==> config.mk <==
export PLATFORM = sky130hd
export DESIGN_NAME = bfm_mod
export DESIGN_NICKNAME = d
export VERILOG_FILES = /design/src/bloom_filter_murmur_insert_query_macros.svh /design/src/bfm_pkg.sv /design/src/bfm_mod.sv
export SDC_FILE = /design/constraint.sdc
export NUM_CORES = 1
export LEC_CHECK = 0
export ABC_AREA = 1
export ABC_CLOCK_PERIOD_IN_PS = 2090
export BUFFER_PORTS_ARGS = -buffer_cell sky130_fd_sc_hd__buf_2
export CORE_MARGIN = 2
export CORE_UTILIZATION = 51
export DETAILED_ROUTE_END_ITERATION = 7
export GPL_TIMING_DRIVEN = 0
export PLACE_DENSITY = 0.76
export RECOVER_POWER = 100
export REMOVE_ABC_BUFFERS = 1
export SYNTH_ARGS = -nofsm -noshare
export SYNTH_HDL_FRONTEND = slang
export SYNTH_SLANG_ARGS = --single-unit
==> constraint.sdc <==
create_clock -name clk -period 2.09 [get_ports clk]
set_input_delay 0.418 -clock clk [delete_from_list [all_inputs] [get_ports clk]]
set_output_delay 0.418 -clock clk [all_outputs]
set_load 0.03 [all_outputs]
==> src/bloom_filter_murmur_insert_query_macros.svh <==
// Assertion helpers, clocked on clk with synchronous active-low reset rst_n.
`ifndef BLOOM_FILTER_MURMUR_INSERT_QUERY_MACROS_SVH
`define BLOOM_FILTER_MURMUR_INSERT_QUERY_MACROS_SVH

// same-cycle implication
`define BFM_ASSERT_NOW(label, ante, cons, msg) \
  label: assert property (@(posedge clk) disable iff (!rst_n) (ante) |-> (cons)) \
    else $error(msg);

// next-cycle implication
`define BFM_ASSERT_NEXT(label, ante, cons, msg) \
  label: assert property (@(posedge clk) disable iff (!rst_n) (ante) |=> (cons)) \
    else $error(msg);

`endif

==> src/bfm_pkg.sv <==
package bfm_pkg;

  localparam int unsigned MAX_FILTER_BYTES_DEF = 1024;
  localparam logic [4:0]  MAX_PROBES   = 5'd30;
  localparam logic [31:0] HASH_SEED    = 32'hbc9f1d34;
  localparam logic [31:0] MIX_C1       = 32'hcc9e2d51;
  localparam logic [31:0] MIX_C2       = 32'h1b873593;
  localparam logic [31:0] MIX_ADD      = 32'he6546b64;
  localparam logic [31:0] FMIX_C1      = 32'h85ebca6b;
  localparam logic [31:0] FMIX_C2      = 32'hc2b2ae35;

  localparam logic [10:0] FB_RESET     = 11'd128;
  localparam logic [4:0]  NP_RESET     = 5'd6;

  localparam logic [1:0] CMD_CLEAR  = 2'd0;
  localparam logic [1:0] CMD_INSERT = 2'd1;
  localparam logic [1:0] CMD_QUERY  = 2'd2;
  localparam logic [1:0] CMD_NONE   = 2'd3;

  localparam logic [1:0] REG_FILTER_BYTES = 2'd0;
  localparam logic [1:0] REG_NUM_PROBES   = 2'd1;

  typedef struct packed {
    logic       absorb;
    logic       finish;
    logic       restart;
    logic [7:0] data;
  } hash_cmd_t;

  typedef struct packed {
    logic        done;
    logic [31:0] hash;
  } hash_sts_t;

  function automatic logic [31:0] rotl15(input logic [31:0] x);
    rotl15 = {x[16:0], x[31:17]};
  endfunction

  function automatic logic [31:0] rotl13(input logic [31:0] x);
    rotl13 = {x[18:0], x[31:19]};
  endfunction

  function automatic logic [31:0] rotr17(input logic [31:0] x);
    rotr17 = {x[16:0], x[31:17]};
  endfunction

endpackage

==> src/bfm_mod.sv <==
module bfm_mod
  import bfm_pkg::*;
#(
  parameter int unsigned BW = 14
) (
  input  logic          clk,
  input  logic          rst_n,
  input  logic          start,
  input  logic [31:0]   dividend,
  input  logic [BW-1:0] divisor,
  output logic          done,
  output logic [BW-1:0] rem
);

  // restoring division, one quotient bit per cycle, remainder only
  logic [31:0]   dvd_r;
  logic [BW-1:0] rem_r;
  logic [4:0]    cnt_r;
  logic          run_r, done_r;
  logic [BW:0]   trial;

  assign trial = {rem_r, dvd_r[31]};

  always_ff @(posedge clk) begin
    if (!rst_n) begin
      run_r  <= 1'b0;
      done_r <= 1'b0;
      cnt_r  <= '0;
    end else begin
      done_r <= 1'b0;
      if (start) begin
        dvd_r <= dividend;
        rem_r <= '0;
        cnt_r <= '0;
        run_r <= 1'b1;
      end else if (run_r) begin
        if (trial >= {1'b0, divisor}) rem_r <= BW'(trial - {1'b0, divisor});
        else                          rem_r <= trial[BW-1:0];
        dvd_r <= {dvd_r[30:0], 1'b0};
        cnt_r <= cnt_r + 5'd1;
        if (cnt_r == 5'd31) begin
          run_r  <= 1'b0;
          done_r <= 1'b1;
        end
      end
    end
  end

  assign done = done_r;
  assign rem  = rem_r;

endmodule

==> flow_summary.json <==
{
  "drv_cap": 0,
  "power_frac_clock_pct": 22.4,
  "min_period_over_period_pct": 98.1,
  "nets": 589,
  "path_class": "reg -> reg",
  "outcome": "completed",
  "grt-ovfl-total": 0,
  "yosys_warnings": 0,
  "grt_pass1_wl_um": 11600,
  "start_kind": "register",
  "p_seq_share_pct": 44.2,
  "synthMostInstantiatedCell": "nand2_1",
  "synth_commonest_cells": "nand2_1 (192), inv_1 (61), edfxtp_1 (46)",
  "place_hpwl_um": 4890,
  "p_sw_share_pct": 32.6,
  "drt_first_iter_violations": 204,
  "tightest_slew_ns": 0.743,
  "syn_avg_cell_area_um2": 7.69,
  "hp-start": "dividend[0]",
  "ys_ff_latch": 53,
  "wl_per_cell_um": 12.4,
  "die_h_um": 85.5,
  "dieArea_mm2": 0.00731,
  "drive_above_1_share_pct": 28.2,
  "rsz0062_at_grt": "true",
  "p_leak_nw": 2.12,
  "pin_count": 64,
  "power_mw": 2.92,
  "hold_viol": 0,
  "synthTopCellsByArea": "edfxtp_1 (41%), nand2_1 (21%), inv_1 (6.8%), ha_1 (5.9%), dfxtp_1 (4.1%)",
  "cts_sinks": 53,
  "reg2reg_to": "rem[12]$_SDFFCE_PP0P_",
  "htree_levels": 2,
  "cts_hold_buf": 0,
  "slew_headroom_pct": 50.4,
  "whs_ns": 0.376,
  "crit_end": "rem[12]$_SDFFCE_PP0P_",
  "ant_nets": 0,
  "drt_pass1_iterations": 6,
  "drc": 0,
  "setup_viol": 0,
  "synthCells": 440,
  "power_frac_comb_pct": 33.4,
  "internal-power_mw": 1.97,
  "required_ns": 2.16,
  "antenna_cells": 0,
  "cp.arrival_ns": 2.12,
  "slowest_stage": "edfxtp_1",
  "rrSetupSlack_ns": 0.04,
  "hold_class": "in -> reg",
  "die_w_um": 85.5,
  "max_freq_ghz": 0.488,
  "routed-via-count": 3020,
  "place_congestion": 0.850,
  "synth.distinct_cells": 30,
  "portBuffers": 63,
  "grtUsageTotal_pct": 19.4,
  "synth_edf_count": 46,
  "postRouteWirelength_um": 7450,
  "r2r-start": "dvd_r[31]$_DFFE_PP_",
  "clock_latency_ns": 0.30,
  "core_mm2": 0.00639,
  "cts.path.max_buffers": 2,
  "max_stage_delay_ns": 0.41,
  "fillers": 515,
  "netlist_area_mm2": 0.00339,
  "cp_common_cell": "nand3_1",
  "ir_worst_vdd_mv": 0.603,
  "critPathMaxFanout": 4,
  "r2r_cells": 12,
  "p_sw_mw": 0.951,
  "async_flop_share_pct": 0,
  "startpoint": "dvd_r[31]$_DFFE_PP_",
  "synth_top_area_share_pct": 40.8,
  "viasPerCell": 5.02,
  "setup.worst_path.end_class": "register",
  "fin_worst_skew_ns": 0.00559,
  "path_clk_slew_ns": 0.10,
  "numCtsBuffers": 5,
  "area_growth_pct": 27.6,
  "grt_pass1_vias": 2763,
  "cts_tree": "built",
  "worstPathCellList": "inv_1, ha_1, inv_1, fa_2, nand3_1, nand3_2, nand3_1, nand3_1, nand2_1, nand2_1, nor2_2, nor2_1",
  "start_util_pct": 53.0,
  "root_buffer": "clkbuf_8",
  "synth_largest_area_cell": "edfxtp_1",
  "antenna_found_initial": 0,
  "power_density_mw_per_mm2": 676,
  "num_rows": 29,
  "grt_max_degree": 47,
  "min_period_ns": 2.05,
  "slew_violations": 0,
  "yosysSeqAreaShare_pct": 44.9,
  "ys_dominant_reg_cell": "edfxtp_1"
}
kinds of logic after synthesis:
group | share of synthesized area [%]
simple gates | 35.6
fa+ha+maj | 6.50
xor+xnor | 1.81
flops | 44.9
compound gates | 2.40
buf+inv | 8.72
critical path: cells and delay by family (launching register included):
kind | cells | cell delay, ns
AND/OR/NAND/NOR | 8 | 0.74
adder cells (fa/ha/maj) | 2 | 0.52
flip-flops | 1 | 0.41
buffers and inverters | 2 | 0.16
how the worst min path moves through the flow:
| stage | to | slack, ns | cells after the start |
|---|---|---|---|
| after floorplan | cnt_r[4]$_SDFFE_PP0P_ | 0.44 | 2 |
| after CTS | dvd_r[11]$_DFFE_PP_ | 0.36 | 3 |
| after global placement | cnt_r[4]$_SDFFE_PP0P_ | 0.46 | 2 |
| after detailed placement | cnt_r[4]$_SDFFE_PP0P_ | 0.46 | 2 |
| final | dvd_r[0]$_SDFFCE_PN0P_ | 0.38 | 3 |
| after global routing | dvd_r[11]$_DFFE_PP_ | 0.36 | 3 |
timing repair:
item                       4_1_cts  5_1_grt
setup endpoints to repair       14       14
cloned                           0        2
resized for setup                3       48
buffers inserted                 3       16
pin swaps                        0       18
area by class of cell:
cell class                      instances  area, um2  share of cell area [%]
Clock buffer                            7       97.6                    2.26
Clock inverter                          1       8.76                   0.203
Inverter                               65        249                    5.76
Multi-Input combinational cell        313       1810                    41.9
Sequential cell                        53       1520                    35.2
Tap cell                               77       96.3                    2.23
Timing Repair Buffer                   85        538                    12.5
sequential cells by signal (all words and copies together) (netlist names):
signal  flops
done        1
cnt_r       5
run_r       1
dvd_r      32
rem        14
stage by stage:
| step | std cells | instance area, um2 | worst slack, ns | setup TNS, ns | util (%) |
|---|---|---|---|---|---|
| 6_report | 601 | 4320 | 0.0391 | 0 | 67.6 |
| 5_1_grt | 601 | 4320 | -0.109 | -0.639 | 67.6 |
| 4_1_cts | 583 | 3920 | 0.00305 | 0 | 61.4 |
| 3_5_place_dp | 572 | 3770 | -0.198 | -2.24 | 59.0 |
| 3_3_place_gp | 571 | 3750 | -0.806 | -39.44 | 58.7 |
| 2_1_floorplan | 431 | 3330 | -0.0234 | -0.0995 | - |
routing by layer:
| metal | routed length [um] | global-route usage [%] | vias up |
|---|---|---|---|
| met2 | 3780 | 34.6 | 106 |
| met1 | 3090 | 24.6 | 1361 |
| li1 | - | - | 1539 |
| met5 | 0 | 0 | - |
| met3 | 463 | 4.18 | 14 |
| met4 | 114 | 3.46 | 0 |
power by group through the flow:
| stage | sequential (mW) | clock, mW | combinational, mW |
|---|---|---|---|
| 2_1_floorplan | 1.36 | 0 | 0.484 |
| 3_3_place_gp | 1.31 | 0 | 0.704 |
| 3_5_place_dp | 1.31 | 0 | 0.726 |
| 4_1_cts | 1.29 | 0.670 | 0.755 |
| 5_1_grt | 1.30 | 0.711 | 1.08 |
| 6_report | 1.29 | 0.655 | 0.974 |
placed cells by master (no fill, tap or decap), types with 2 or more instances in the layout:
cell / synthesis / routed
inv_2: 4 / 4
xnor2_1: 7 / 7
and2_1: 3 / 3
nor2_4: 1 / 7
buf_4: 0 / 17
nand2_1: 192 / 182
nand3_1: 12 / 11
nand3_4: 2 / 2
nand2_4: 2 / 5
ha_4: 0 / 11
nor3_1: 4 / 4
nor2_2: 12 / 15
ha_1: 16 / 5
buf_12: 1 / 2
clkbuf_16: 0 / 3
dfxtp_1: 7 / 7
nand4_1: 9 / 9
clkbuf_1: 7 / 6
o21a_1: 3 / 3
nor2_1: 31 / 22
edfxtp_1: 46 / 46
buf_2: 1 / 58
inv_1: 61 / 60
nand2_2: 4 / 11
clkbuf_8: 0 / 5
a21oi_1: 7 / 7
Power figures use the tool's default switching activity.
