==> src/bloom_filter_murmur_insert_query_macros.svh <==
// Assertion helpers, clocked on clk with synchronous active-low reset rst_n.
`ifndef BLOOM_FILTER_MURMUR_INSERT_QUERY_MACROS_SVH
`define BLOOM_FILTER_MURMUR_INSERT_QUERY_MACROS_SVH

// same-cycle implication
`define BFM_ASSERT_NOW(label, ante, cons, msg) \
  label: assert property (@(posedge clk) disable iff (!rst_n) (ante) |-> (cons)) \
    else $error(msg);

// next-cycle implication
`define BFM_ASSERT_NEXT(label, ante, cons, msg) \
  label: assert property (@(posedge clk) disable iff (!rst_n) (ante) |=> (cons)) \
    else $error(msg);

`endif

==> src/bfm_pkg.sv <==
package bfm_pkg;

  localparam int unsigned MAX_FILTER_BYTES_DEF = 1024;
  localparam logic [4:0]  MAX_PROBES   = 5'd30;
  localparam logic [31:0] HASH_SEED    = 32'hbc9f1d34;
  localparam logic [31:0] MIX_C1       = 32'hcc9e2d51;
  localparam logic [31:0] MIX_C2       = 32'h1b873593;
  localparam logic [31:0] MIX_ADD      = 32'he6546b64;
  localparam logic [31:0] FMIX_C1      = 32'h85ebca6b;
  localparam logic [31:0] FMIX_C2      = 32'hc2b2ae35;

  localparam logic [10:0] FB_RESET     = 11'd128;
  localparam logic [4:0]  NP_RESET     = 5'd6;

  localparam logic [1:0] CMD_CLEAR  = 2'd0;
  localparam logic [1:0] CMD_INSERT = 2'd1;
  localparam logic [1:0] CMD_QUERY  = 2'd2;
  localparam logic [1:0] CMD_NONE   = 2'd3;

  localparam logic [1:0] REG_FILTER_BYTES = 2'd0;
  localparam logic [1:0] REG_NUM_PROBES   = 2'd1;

  typedef struct packed {
    logic       absorb;
    logic       finish;
    logic       restart;
    logic [7:0] data;
  } hash_cmd_t;

  typedef struct packed {
    logic        done;
    logic [31:0] hash;
  } hash_sts_t;

  function automatic logic [31:0] rotl15(input logic [31:0] x);
    rotl15 = {x[16:0], x[31:17]};
  endfunction

  function automatic logic [31:0] rotl13(input logic [31:0] x);
    rotl13 = {x[18:0], x[31:19]};
  endfunction

  function automatic logic [31:0] rotr17(input logic [31:0] x);
    rotr17 = {x[16:0], x[31:17]};
  endfunction

endpackage

==> src/bfm_hash.sv <==
module bfm_hash
  import bfm_pkg::*;
(
  input  logic      clk,
  input  logic      rst_n,
  input  hash_cmd_t cmd,
  output hash_sts_t sts
);

  localparam logic [2:0] S_IDLE = 3'd0;
  localparam logic [2:0] S_K1   = 3'd1;
  localparam logic [2:0] S_K2   = 3'd2;
  localparam logic [2:0] S_MIX  = 3'd3;
  localparam logic [2:0] S_F3   = 3'd4;
  localparam logic [2:0] S_F4   = 3'd5;
  localparam logic [2:0] S_F5   = 3'd6;

  logic [2:0]  st_r;
  logic [31:0] h_r, w_r, len_r, t_r, hash_r;
  logic [1:0]  fill_r;
  logic        fin_r, done_r;
  logic [31:0] w_new, f3_x, f4_x, mix_x;

  always_comb begin
    case (fill_r)
      2'd0:    w_new = w_r | {24'd0, cmd.data};
      2'd1:    w_new = w_r | {16'd0, cmd.data, 8'd0};
      2'd2:    w_new = w_r | {8'd0, cmd.data, 16'd0};
      default: w_new = w_r | {cmd.data, 24'd0};
    endcase
    // tail block folds in only when present; t_r holds it after S_K2
    f3_x  = h_r ^ len_r ^ ((fill_r != 2'd0) ? t_r : 32'd0);
    f3_x  = f3_x ^ (f3_x >> 16);
    f4_x  = t_r ^ (t_r >> 13);
    mix_x = rotl13(h_r ^ t_r);
  end

  always_ff @(posedge clk) begin
    if (!rst_n) begin
      st_r   <= S_IDLE;
      h_r    <= HASH_SEED;
      w_r    <= '0;
      fill_r <= '0;
      len_r  <= '0;
      fin_r  <= 1'b0;
      done_r <= 1'b0;
    end else begin
      done_r <= 1'b0;
      unique case (st_r)
        S_IDLE: begin
          if (cmd.restart) begin
            h_r    <= HASH_SEED;
            w_r    <= '0;
            fill_r <= '0;
            len_r  <= '0;
          end else if (cmd.absorb) begin
            w_r   <= w_new;
            len_r <= len_r + 32'd1;
            fin_r <= 1'b0;
            if (fill_r == 2'd3) begin
              st_r <= S_K1;
            end else begin
              fill_r <= fill_r + 2'd1;
              done_r <= 1'b1;
            end
          end else if (cmd.finish) begin
            fin_r <= 1'b1;
            st_r  <= (fill_r != 2'd0) ? S_K1 : S_F3;
          end
        end
        S_K1: begin
          t_r  <= w_r * MIX_C1;
          st_r <= S_K2;
        end
        S_K2: begin
          t_r  <= rotl15(t_r) * MIX_C2;
          st_r <= fin_r ? S_F3 : S_MIX;
        end
        S_MIX: begin
          h_r    <= (mix_x << 2) + mix_x + MIX_ADD;
          w_r    <= '0;
          fill_r <= '0;
          done_r <= 1'b1;
          st_r   <= S_IDLE;
        end
        S_F3: begin
          t_r  <= f3_x * FMIX_C1;
          st_r <= S_F4;
        end
        S_F4: begin
          t_r  <= f4_x * FMIX_C2;
          st_r <= S_F5;
        end
        S_F5: begin
          hash_r <= t_r ^ (t_r >> 16);
          h_r    <= HASH_SEED;
          w_r    <= '0;
          fill_r <= '0;
          len_r  <= '0;
          done_r <= 1'b1;
          st_r   <= S_IDLE;
        end
        default: st_r <= S_IDLE;
      endcase
    end
  end

  assign sts.done = done_r;
  assign sts.hash = hash_r;

endmodule

==> config.mk <==
export PLATFORM = sky130hd
export DESIGN_NAME = bfm_hash
export DESIGN_NICKNAME = d
export VERILOG_FILES = /design/src/bloom_filter_murmur_insert_query_macros.svh /design/src/bfm_pkg.sv /design/src/bfm_hash.sv
export SDC_FILE = /design/constraint.sdc
export NUM_CORES = 2
export LEC_CHECK = 0
export ABC_AREA = 1
export ABC_CLOCK_PERIOD_IN_PS = 9800
export BUFFER_PORTS_ARGS = -buffer_cell sky130_fd_sc_hd__buf_2
export CAP_MARGIN = 25
export CORE_MARGIN = 1.5
export CORE_UTILIZATION = 55
export DETAILED_ROUTE_END_ITERATION = 8
export PLACE_DENSITY = 0.68
export SLEW_MARGIN = 20
export SYNTH_ARGS = -nofsm -noshare
export SYNTH_HDL_FRONTEND = slang
export SYNTH_SLANG_ARGS = --single-unit
==> constraint.sdc <==
create_clock -name clk -period 9.8 [get_ports clk]
set_input_delay 1.47 -clock clk [delete_from_list [all_inputs] [get_ports clk]]
set_output_delay 1.47 -clock clk [all_outputs]
set_load 0.005 [all_outputs]
==> qor.yml <==
status:
  status: "completed"
global_routing:
  antenna_violations_before_repair: 7
  grt-ovfl-total: 0
  grt_pass1_wl_um: 223000
  number_of_global_route_vias_before_repair: 36795
  grt_max_degree: 33
  grt.total_usage: 0.354
timing:
  finalSetupViolations: 0
  timing.max_slew.rel_slack: 0.289
  fin_setup_tns_ns: 0
  final_min_period_over_clock_period: 0.866
  worst_slew_pin_slew_ns: 1.06
  timing.final.crit_period_ns: 8.49
  fmaxAchievable_mhz: 118
  rsz0062_at_grt: "no"
  skew_ns: 0.0116
  hold_violation_count_in_the_final_report: 0
  timing.final.max_slew_violations: 0
finish:
  regArea_um2: 3980
  n_fill_cell: 7544
  syn2layout_area_growth_pct: 5.12
  fin_util: 0.584
  multi_input_comb_area_um2: 35500
  nNetsFinal: 6979
  post_route_cells_drive_above_1_share: 0.0446
critical_path:
  end_kind: "register"
  critical-path-slowest-cell: "sky130_fd_sc_hd__xnor2_1"
  timing_worst_setup_path_type: "reg2reg"
  worst_setup_path_start_kind: "register"
  cp_data_arrival_time_ns: 8.72
  critical_path_required_ns: 10.04
  crit_path_max_fanout: 21
  critical_path.most_common_cell: "sky130_fd_sc_hd__fa_1"
  critical_path.max_stage_delay_ns: 0.79
drt:
  drt-vias-per-instance: 5.47
  detail_route.wl_per_cell_um: 22.2
  initialDrtViolationCount: 3179
  wl_um: 145000
  detail-route-antenna-nets: 0
  route.vias.total: 35652
  detailedRoute.firstPassIterationCount: 5
  drc_violations_left: 0
yosys:
  syn_nets: 6918
  post-synth-top-area-fraction: 0.322
  synth_enable_flop_cells: 64
  syn-mean-instance-area_um2: 8.48
  ys_warn_count: 0
  yosys-top-cells-area: "sky130_fd_sc_hd__fa_1 32%, sky130_fd_sc_hd__ha_1 22%, sky130_fd_sc_hd__inv_1 13%"
  synth_sequential_area_ratio: 0.0875
  synth_top_cell_by_area: "sky130_fd_sc_hd__fa_1"
  synth_cell_type_count: 60
  synth_area_um2: 45500
  yosysMostFrequentCell: "sky130_fd_sc_hd__inv_1"
  synth_cells: 5369
  post_synth_most_frequent_cells: "1,529 x sky130_fd_sc_hd__inv_1, 804 x sky130_fd_sc_hd__ha_1, 732 x sky130_fd_sc_hd__fa_1"
  yosys_register_bits: 167
  ys_dominant_reg_cell: "sky130_fd_sc_hd__dfxtp_1"
  postSynth.asyncResetShare: 0
flow_run:
  drv.max_cap_violation_count: 0
cts:
  ctsHoldBuffers: 0
  ctsLongestPathBuffers: 2
  post_cts.resized_instances: 0
  cts.repair_timing.setup_buffer_count: 0
  number_of_cts_inserted_buffers: 17
  worstSkewPairLatency_ns: 0.50
  clkSlewWorstSetupHoldPaths_ns: 0.07
  cts_tree: "done"
  h-tree-depth: 4
  cts_root_buffer: "sky130_fd_sc_hd__clkbuf_16"
  clock_sink_count: 167
placement:
  place_hpwl_um: 126000
  gp_congestion: 0.992
  placement.io_buffers: 45
floorplan:
  die_y_um: 291
  design.die.area_um2: 84500
  placement_rows: 105
  fp.dieW_um: 291
  fp.coreArea_um2: 82000
  io-pin-count: 46
  floorplan.initialDensity: 0.555
min_path:
  hold_path.class: "reg2reg"
-- final timing paths --
path         slack [ns]      end  cells after the start  startpoint
max                1.31  t_r[30]                     28   fill_r[0]
min                0.47  w_r[31]                      2     w_r[31]
max reg2reg        1.31  t_r[30]                     28   fill_r[0]
min reg2reg        0.47  w_r[31]                      2     w_r[31]
-- stage by stage --
stage / cell area [um^2] / hold slack [ns] / instances / setup slack, ns
global route: 47800 / 0.485 / 6514 / 0.995
detailed placement: 47200 / 0.454 / 6480 / 1.46
CTS: 47800 / 0.466 / 6512 / 1.44
floorplan: 45500 / 0.428 / 5369 / 2.16
finish: 47800 / 0.465 / 6514 / 1.31
global placement: 47200 / 0.446 / 6480 / 1.53
-- metal layers --
layer / up-vias / track usage / share of wire
met5: - / 0 / 0.000083
met4: 2 / 0.118 / 0.041
met3: 288 / 0.0638 / 0.083
met2: 1417 / 0.572 / 0.45
met1: 17347 / 0.481 / 0.42
li1: 16598 / - / -
-- cells by family (layout without fill, tap and decap cells) --
logic type	count (synthesis)	in the layout	synth area share
buffers and inverters	1603	1677	0.133
adders and majority gates	1536	1536	0.543
and+or+nand+nor	1262	1262	0.122
AOI/OAI and AO/OA	565	565	0.0684
xor gates and xnor gates	236	236	0.0457
DFF	167	167	0.0875
other	0	1	0
-- critical path, delay by kind of cell, from the launching register on --
kind,cells,cell delay [ns]
buffers and inverters,8,1.07
AND/OR/NAND/NOR,6,1.00
AO/OA/AOI/OAI,2,0.18
XOR/XNOR,2,0.96
flip-flops,1,0.38
adder cells (fa/ha/maj),10,4.63
-- cell type report --
class	count	share of cell area
Clock inverter	15	0.00330
Tap cell	1070	0.0280
Inverter	1547	0.121
Clock buffer	17	0.00889
Sequential cell	167	0.0833
Antenna cell	1	0.0000523
Timing Repair Buffer	98	0.0134
Multi-Input combinational cell	3599	0.742
-- cell usage in the layout, fill, tap and decap left out, drive strengths merged, types with 3 or more instances in the layout --
master | Yosys | routed
nor3 | 46 | 46
nor3b | 5 | 5
and3 | 5 | 5
nand3 | 179 | 179
o21ai | 175 | 175
xnor2 | 119 | 119
nand3b | 13 | 13
dfxtp | 103 | 103
a21o | 20 | 20
o31ai | 6 | 6
nand2 | 729 | 729
o21bai | 14 | 14
o2111ai | 11 | 11
a211oi | 8 | 8
ha | 804 | 804
inv | 1545 | 1553
edfxtp | 64 | 64
xor2 | 117 | 117
nand4 | 43 | 43
a21oi | 284 | 284
or2 | 28 | 28
nor2 | 210 | 210
clkinvlp | 0 | 3
nor4 | 4 | 4
o21a | 14 | 14
o211ai | 8 | 8
fa | 732 | 732
a31oi | 9 | 9
clkinv | 2 | 6
a221oi | 5 | 5
buf | 26 | 98
a21boi | 4 | 4
clkbuf | 30 | 17
-- flip-flops by register name (all words and copies together) (netlist names) --
name    cells
fill_r      2
len_r      32
h_r        32
w_r        32
hash_r     32
done_r      1
st_r        3
t_r        32
fin_r       1
Power is left out: the tool's default activity adds up to more than one toggle a clock period on the data nets, which glitch-free logic cannot reach.
